[src/qvcp_ram.sv]
// ----------------------------------------------------------------------------
// qvcp_ram
// Generic single-write, single-read RAM with a registered read port.
// ----------------------------------------------------------------------------
`default_nettype none

module qvcp_ram #(
  parameter int WIDTH = 8,
  parameter int DEPTH = 256
) (
  input  wire                     clk_i,
  input  wire                     we_i,
  input  wire [$clog2(DEPTH)-1:0] waddr_i,
  input  wire [WIDTH-1:0]         wdata_i,
  input  wire [$clog2(DEPTH)-1:0] raddr_i,
  output logic [WIDTH-1:0]        rdata_o
);

  logic [WIDTH-1:0] mem_q [DEPTH];

  always_ff @(posedge clk_i) begin
    if (we_i) begin
      mem_q[waddr_i] <= wdata_i;
    end
    rdata_o <= mem_q[raddr_i];
  end

endmodule

`default_nettype wire

[config.mk]
export PLATFORM = sky130hd
export DESIGN_NAME = qvcp_ram
export DESIGN_NICKNAME = d
export VERILOG_FILES = /design/src/qvcp_ram.sv
export SDC_FILE = /design/constraint.sdc
export NUM_CORES = 2
export LEC_CHECK = 0
export BUFFER_PORTS_ARGS = -buffer_cell sky130_fd_sc_hd__buf_2
export CAP_MARGIN = 20
export CELL_PAD_IN_SITES_DETAIL_PLACEMENT = 1
export CELL_PAD_IN_SITES_GLOBAL_PLACEMENT = 1
export CORE_ASPECT_RATIO = 1.2
export CORE_MARGIN = 1
export CORE_UTILIZATION = 40
export DETAILED_ROUTE_END_ITERATION = 7
export PLACE_DENSITY_LB_ADDON = 0.05
export SYNTH_ARGS = -nofsm -noshare
export SYNTH_HDL_FRONTEND = slang
export SYNTH_SLANG_ARGS = --single-unit
[constraint.sdc]
create_clock -name clk_i -period 2.85 [get_ports clk_i]
set_clock_uncertainty 0.05 [all_clocks]
set_input_delay 0.4275 -clock clk_i [delete_from_list [all_inputs] [get_ports clk_i]]
set_output_delay 0.4275 -clock clk_i [all_outputs]
set_load 0.01 [all_outputs]
==> results.md <==
* Outcome: finished clean
* Initial antenna violation count at 18
* Worst EP required at 3.53 ns
* CTS tree: yes
* Fmax at 360 MHz
* Asr flop ratio synth at 0%
* Largest net degree at the start of global routing at 114
* Mapped Cells at 3,733
* Grt total ovfl at 0
* Vias at 40,412
* Number of register bits inferred by synthesis at 2,056
* Power density cells at 673 nW/um^2
* Die area at 201,000 sq um
* Area contributors post-synth: edfxtp_1 77%, mux4_2 13%, mux2i_1 1.7%
* Initial Utilization at 40.4%
* Final Setup Violations at 0
* YS warnings at 0
* WL final at 231,000 microns
* # fillers at 17,892
* Setup CP Type: primary input to flop
* 1st-iter DRT viols at 3,192
* Detailed placement HPWL at 154,000 microns
* Max FO, Critical Path at 22
* Final hold vios at 0
* Post-CTS Repair Setup Buffers at 0
* Placed Cells at 6,785
* Flop-to-flop setup slack at 0.09 ns
* Endpoint class of the critical path: flop
* RSZ-0062 raised after global routing: false
* Critical path endpoint: rdata_o[4]$_DFF_P_
* Slew Limit Fails at 0
* Slew @ Worst Pin at 1.06 ns
* Wire per inst at 32.3 microns
* Final period util at 97.4%
* Final cell count without fillers at 7,168
* Initial DRT Pass Iterations at 5
* WP data arrival at 3.46 ns
* Startpoint Class: primary input
* Max-cap violation count at 0
* Unique masters post-synth at 55
* Leading area contributor after synthesis: edfxtp_1
* Fin nets at 4,410
* Reg clk slew, reported paths at 0.06 ns
* Reg2reg path depth at 7
* Worst min path class: primary input to flop
* Die height at 491 microns
* Worst-Skew Late Latency at 0.86 ns
* Placed cell areas at 87,600 sq um
* Period minus WS final at 2.78 ns
* Seq/Total Area, Yosys at 77.5%
* Post-synth top area share at 77.3%
* Mapped Area at 79,600 sq um
* DIE WIDTH at 409 microns
* Avg Inst Size Synth at 21.3 sq um
* Synth-to-Final Area Change at 18.3%
* Post-synth top flop: edfxtp_1
* Clock Path Buffers at 3
* Worst r2r dst: rdata_o[4]$_DFF_P_
* Crit path setup slack, layout at 0.0733 ns
* Multi-input gate area at 16,500 sq um
* Number of synthesized flops with an enable pin at 2,048
* First-pass GRT wire length at 330,000 microns
* Antenna viol nets, final at 0
* Number of I/O pins at 34
* Clk sinks at 2,056
* Core area at 197,000 sq um
* DRC at 0
* Share of cells above drive strength 1 at 31.5%
* Final TNS setup at 0 ns
* Max-slew headroom at 29.3%
* H-tree depth at 4
* Port-buffer cells at 33
* Vias in the first global route at 43,528
* Fin area at 94,100 sq um
* Row count at 178
* Peak VDD IR at 0.000710 V
* Gr usage total at 23.1%
* Syn nets at 3,759
* Critical Path Source: raddr_i[0]
* Place WS at -0.998 ns
* Register Area at 61,700 sq um
* Vias per std cell at 5.64
* Worst reg2reg startpoint: mem_q[169][4]$_DFFE_PP_
* Tot Pwr at 63.3 mW
* Placer congestion estimate at 0.836
* Root buf cell: clkbuf_16
* Number of buffers created by CTS at 204
* P_leak at 30.3 nW
cell families after synthesis:
| kind of cell | Yosys count | share of synthesized area, % |
|---|---|---|
| AOI/OAI and AO/OA | 385 | 3.42 |
| buffers and inverters | 235 | 1.83 |
| DFF | 2056 | 77.5 |
| muxes | 591 | 14.6 |
| and+or+nand+nor | 466 | 2.63 |
through the flow:
stage	hold WS, ns	utilization, %
finish	0.0475	47.8
floorplan	0.476	-
detailed placement	0.804	44.5
CTS	0.000168	47.8
global placement	0.793	44.5
global route	0.0281	47.8
Yosys cell counts, types with 10 or more instances:
cell type  number
buf_2          31
edfxtp_1     2048
clkbuf_1      111
nor2b_1        31
a22oi_1       133
nand3_1        34
nand4_1        10
buf_8          13
a221oi_1       13
a21oi_1        96
buf_4          27
mux4_2        454
o21ai_0        10
buf_1          22
o211ai_1       10
a211oi_1       16
mux2i_1       134
nor4_1         24
nand2_1        33
buf_6          21
o221ai_1       46
o22ai_1        28
nor2_1        282
nor3_1         22
per-layer routing:
metal	routed length (microns)	global-route usage [%]
met1	95000	30.5
met2	119000	40.1
met3	11600	3.28
met4	5300	5.91
met5	61	0
where the power goes:
group	switching (mW)	total, mW	internal (mW)
Combinational	2.19	3.59	1.40
Clock	11.4	26.3	14.9
Sequential	0.0794	33.4	33.3
flip-flops by register name, indices dropped and copies added, names as in the netlist:
signal and cells:
mem_q 2048, rdata_o 8
critical path, stage by stage:
cell and delay, ns:
buf_8 0.21, buf_12 0.21, buf_12 0.23, mux4_2 0.58
o21ai_0 0.68, a2111oi_1 0.20, buf_4 0.18, nor3_1 0.34
buf_4 0.25, nor4_1 0.08
how the worst min path moves through the flow:
stage,from,end,slack (ns),depth (start not counted)
finish,wdata_i[5],mem_q[148][5]$_DFFE_PP_,0.05,2
global route,wdata_i[5],mem_q[148][5]$_DFFE_PP_,0.03,2
floorplan,wdata_i[0],mem_q[0][0]$_DFFE_PP_,0.48,0
global placement,wdata_i[4],mem_q[80][4]$_DFFE_PP_,0.79,1
detailed placement,wdata_i[4],mem_q[83][4]$_DFFE_PP_,0.80,1
CTS,wdata_i[5],mem_q[148][5]$_DFFE_PP_,0.0002,2
final cells by class:
cell class              count  share of cell area (%)
flip-flops and latches   2056                    65.5
multi-input cells        1442                    17.5
repair buffers            678                    6.62
clock buffers             261                    5.80
well taps                2610                    3.47
clock inverters           112                    1.03
diodes                      7                  0.0186
inverters                   2                 0.00798
cell usage in the layout (no fill, tap or decap), types with 7 or more instances in the layout:
master | Yosys | final
edfxtp_1 | 2048 | 2048
buf_4 | 27 | 555
mux4_2 | 454 | 454
nor2_1 | 282 | 279
clkbuf_16 | 0 | 210
mux2i_1 | 134 | 134
a22oi_1 | 133 | 133
a21oi_1 | 96 | 96
buf_12 | 8 | 89
clkbuf_1 | 111 | 50
o221ai_1 | 46 | 46
clkinv_1 | 1 | 43
clkinv_2 | 0 | 39
nand3_1 | 34 | 34
nand2_1 | 33 | 33
o22ai_1 | 28 | 28
nor2b_1 | 31 | 28
nor4_1 | 24 | 22
nor3_1 | 22 | 21
buf_2 | 31 | 21
bufinv_16 | 0 | 16
a211oi_1 | 16 | 15
a221oi_1 | 13 | 13
nand4_1 | 10 | 10
o211ai_1 | 10 | 10
o21ai_0 | 10 | 10
nand2b_1 | 8 | 8
a22o_1 | 8 | 8
dfxtp_1 | 8 | 8
diode_2 | 0 | 7
inv_6 | 0 | 7
buf_8 | 13 | 7
timing repair:
action / in CTS / in global routing
pin swaps: 0 / 0
hold buffers: 3 / 0
hold endpoints to repair: 142 / 0
gates resized for setup: 2 / 1
endpoints found under the setup margin: 2 / 1
Power figures use the tool's default switching activity.
