### src/qvcp_pkg.sv
// ----------------------------------------------------------------------------
// qvcp_pkg
// Shared widths, parameter defaults and register reset values of the queued
// voice clip player.
// ----------------------------------------------------------------------------
`default_nettype none

package qvcp_pkg;

  // Field widths fixed by the command and result formats.
  localparam int CMD_W      = 2;
  localparam int CLIP_W     = 4;
  localparam int ADDR_W     = 16;
  localparam int LEN_W      = 16;
  localparam int BYTE_W     = 8;
  localparam int SAMPLE_W   = 16;
  localparam int FACTOR_W   = 4;
  localparam int GAP_W      = 16;
  localparam int BLOCK_W    = 10;
  localparam int CFG_IDX_W  = 2;
  localparam int CFG_DATA_W = 16;

  // Default sizes of the queue, the clip table and the sample memory.
  localparam int DEF_QUEUE_DEPTH  = 16;
  localparam int DEF_NUM_CLIPS    = 16;
  localparam int DEF_SAMPLE_DEPTH = 65536;

  // Register values after reset.
  localparam logic [FACTOR_W-1:0] RESAMPLE_RST = FACTOR_W'(6);
  localparam logic [GAP_W-1:0]    GAP_RST      = GAP_W'(24000);
  localparam logic [BLOCK_W-1:0]  BLOCK_RST    = BLOCK_W'(240);

endpackage

`default_nettype wire

### src/qvcp_addr_mod.sv
// ----------------------------------------------------------------------------
// qvcp_addr_mod
// Reduces a 16-bit sample address modulo the sample memory depth. A
// two-stage pipeline: the quotient comes from a multiply by the reciprocal,
// the remainder is corrected by at most one subtraction on the output side.
// ----------------------------------------------------------------------------
`default_nettype none

module qvcp_addr_mod
  import qvcp_pkg::*;
#(
  parameter int SAMPLE_DEPTH = DEF_SAMPLE_DEPTH
) (
  input  wire                            clk_i,
  input  wire [ADDR_W-1:0]               addr_i,
  output logic [$clog2(SAMPLE_DEPTH)-1:0] index_o
);

  localparam int          IDX_W   = $clog2(SAMPLE_DEPTH);
  localparam logic [32:0] RECIP   = 33'((64'd1 << 32) / SAMPLE_DEPTH);
  localparam logic [24:0] DEPTH_C = 25'(SAMPLE_DEPTH);

  logic [48:0]       prod;
  logic [40:0]       quot_x_depth;
  logic [ADDR_W-1:0] quot_q;
  logic [ADDR_W-1:0] addr_q;
  logic [ADDR_W:0]   rem_q;
  logic [24:0]       rem_ext;
  logic [24:0]       rem_fix;

  // The estimated quotient is at most one below the true one, so the
  // remainder stays below twice the depth.
  assign prod         = 49'(addr_i) * 49'(RECIP);
  assign quot_x_depth = 41'(quot_q) * 41'(DEPTH_C);

  always_ff @(posedge clk_i) begin
    quot_q <= prod[47:32];
    addr_q <= addr_i;
    rem_q  <= 17'(addr_q) - quot_x_depth[ADDR_W:0];
  end

  assign rem_ext = 25'(rem_q);
  assign rem_fix = (rem_ext >= DEPTH_C) ? rem_ext - DEPTH_C : rem_ext;
  assign index_o = rem_fix[IDX_W-1:0];

endmodule

`default_nettype wire

### config.mk
export PLATFORM = sky130hd
export DESIGN_NAME = qvcp_addr_mod
export DESIGN_NICKNAME = d
export VERILOG_FILES = /design/src/qvcp_pkg.sv /design/src/qvcp_addr_mod.sv
export SDC_FILE = /design/constraint.sdc
export NUM_CORES = 1
export LEC_CHECK = 0
export ABC_AREA = 1
export BUFFER_PORTS_ARGS = -buffer_cell sky130_fd_sc_hd__buf_2
export CAP_MARGIN = 10
export CORE_MARGIN = 8
export CORE_UTILIZATION = 36
export CTS_CLUSTER_DIAMETER = 30
export CTS_CLUSTER_SIZE = 40
export DETAILED_ROUTE_END_ITERATION = 6
export PLACE_DENSITY_LB_ADDON = 0.12
export SLEW_MARGIN = 20
export SYNTH_ARGS = -nofsm -noshare
export SYNTH_HDL_FRONTEND = slang
export SYNTH_SLANG_ARGS = --single-unit
### constraint.sdc
create_clock -name clk_i -period 0.8 [get_ports clk_i]
set_input_delay 0.08 -clock clk_i [delete_from_list [all_inputs] [get_ports clk_i]]
set_output_delay 0.08 -clock clk_i [all_outputs]
set_load 0.05 [all_outputs]
==> flow_summary.ini <==
[worst_hold_path]
whs_endpoint = rem_q[7]$_DFF_P_
min_from = addr_q[7]$_DFF_P_
hold_path_depth = 0
min_path_type = reg -> reg

[worst_setup_path]
cp_num_buf_inv = 1
r2r_slack_ns = 0.39
critPathLaunchType = flop
timing.rr.end = rem_q[13]$_DFF_P_
path_class = reg -> out
r2r_start = addr_q[13]$_DFF_P_
worstPathMaxFanout = 1
cpMaxStageDelayCell = dfxtp_2
cp-end-kind = output port
rr_worst_depth = 0
required_ns = 0.72
slowest_delay_ns = 0.34
arrival_ns = 0.78
critPathLaunch = rem_q[4]$_DFF_P_
crit_chain = buf_8
cp_top_family = flip-flops

[global_routing]
use_met2 = 0.143
grt_pass1_vias = 487
gr-total-overflow = 0
antenna_found_initial = 0
grt_pass1_wl_mm = 1.90
busiest_layer = met2
grt_use_total = 0.0795
grt_use_met3 = 0.0618
grt_max_degree = 10
met1_usage = 0.0541

[yosys]
avgSynthCellArea_um2 = 20.0
netlist_instances = 32
ys_ff_latch = 32
synth_top_area_share = 1.00
synth.most_common_cell = dfxtp_1
synthDistinctLibCells = 1
synthFlopType = dfxtp_1
async_reset_ff_frac = 0
syn-num-nets = 49
synth.area.top_cells = dfxtp_1
yosysTopAreaCell = dfxtp_1
yosysWarnings = 0
yosysSeqAreaShare = 1.00
syn-cell-area_um2 = 641
synth_commonest_cells = dfxtp_1
synth_edf_count = 0

[clocking]
h-tree-depth = 2
clk_path_buf_depth = 2
cts_tree = yes
clock_latency_ns = 0.30
clock-sinks = 32
clkTransAtPathRegs_ns = 0.08
cts_buffers = 5
root_buffer = clkbuf_4

[cells_and_area]
multi_input_area_um2 = 0
num-fill-cells = 118
nets = 104
finish.instance_area_mm2 = 0.00123
drive_gt1_frac = 0.614
fin_cells = 113
seq_area_um2 = 661
diodes = 0
syn2layout_area_growth_pct = 91.6
layout.comb_gates.multi_input = 0

[sta]
drv_slew = 0
period_share = 1.08
rsz0062_at_grt = yes
fin_skew_ns = 0.000635
finalCriticalPeriod_ns = 0.864
hold_viol_final = 0
max_freq_mhz = 1160
fin_hold_ws_ns = 0.328
slew_headroom = 0.928
tightest_slew_ns = 0.108
finalSetupViolCount = 16
worst_slack_ns = -0.0635

[flow_run]
maxCapViolCount = 0

[place]
dp_hpwl_um = 740
gp_congestion = 0.562
postPlaceCellArea_um2 = 832
dpl.cell_count = 89
portBuffers = 32

[drt]
drt-total-wl_mm = 1.20
drt-initial-drc-count = 9
postRouteAntennaNets = 0
vias = 412
vias_per_cell = 3.65
wl_per_cell_um = 10.6
drt_pass1_iterations = 3
drcViolationCount = 0

[floorplan]
die_w_um = 58.2
ioPinCount = 33
core_mm2 = 0.00171
die_h_um = 58.2
placementRows = 15
start_util = 0.375
die-area_mm2 = 0.00339

[power_and_ir_drop]
p_leak_nw = 0.550
pwr_density_cell_mw_per_mm2 = 2420
power_w = 0.00297
worst_ir_drop_vdd_uv = 1580

[outcome]
status = finished, violations left
violations = negative setup slack
-- repair_timing --
item | in CTS | in global routing
buffers inserted | 0 | 0
hold buffers | 16 | 0
gates resized for setup | 63 | 0
hold endpoints to repair | 16 | 0
setup endpoints to repair | 16 | 16
-- cells by family after synthesis --
group | count (synthesis) | share of synthesized area
flops | 32 | 1.00
-- registers in the layout, summed over array words and instances, names as in the netlist --
register / cells
addr_q: 16
rem_q: 16
-- per-stage QoR --
stage | setup slack [ns] | setup TNS, ns | util
floorplan | 0.133 | 0 | -
global placement | 0.178 | 0 | 0.487
detailed placement | 0.166 | 0 | 0.487
CTS | -0.0945 | -1.35 | 0.719
global route | -0.114 | -1.68 | 0.719
finish | -0.0635 | -0.908 | 0.719
-- cell usage in the layout, fill, tap and decap left out --
master	synthesis	routed
dlygate4sd3_1	0	16
clkbuf_8	0	1
clkbuf_4	0	5
buf_6	0	1
buf_8	0	15
buf_2	0	16
clkbuf_1	0	2
dfxtp_1	32	16
dfxtp_2	0	16
-- area by class of cell --
class,instances,share of cell area
well taps,25,0.0255
repair buffers,48,0.388
clock buffers,8,0.0479
flip-flops and latches,32,0.538
-- layer usage --
layer	vias up	wire length, um
li1	205	-
met1	184	377
met2	23	677
met3	0	140
met4	0	0
met5	-	0
-- power by group --
group	internal [W]	switching (W)
Clock	0.000433	0.000446
Combinational	0.000187	0.000187
Sequential	0.00169	0.0000340
-- how the worst max path moves through the flow --
| stage | endpoint | cells past startpoint |
|---|---|---|
| after CTS | index_o[15] | 1 |
| after global placement | index_o[1] | 1 |
| final | index_o[4] | 1 |
| after global routing | index_o[2] | 1 |
| after floorplan | index_o[0] | 0 |
| after detailed placement | index_o[15] | 1 |
No activity file was read; power rests on OpenSTA's default activity.
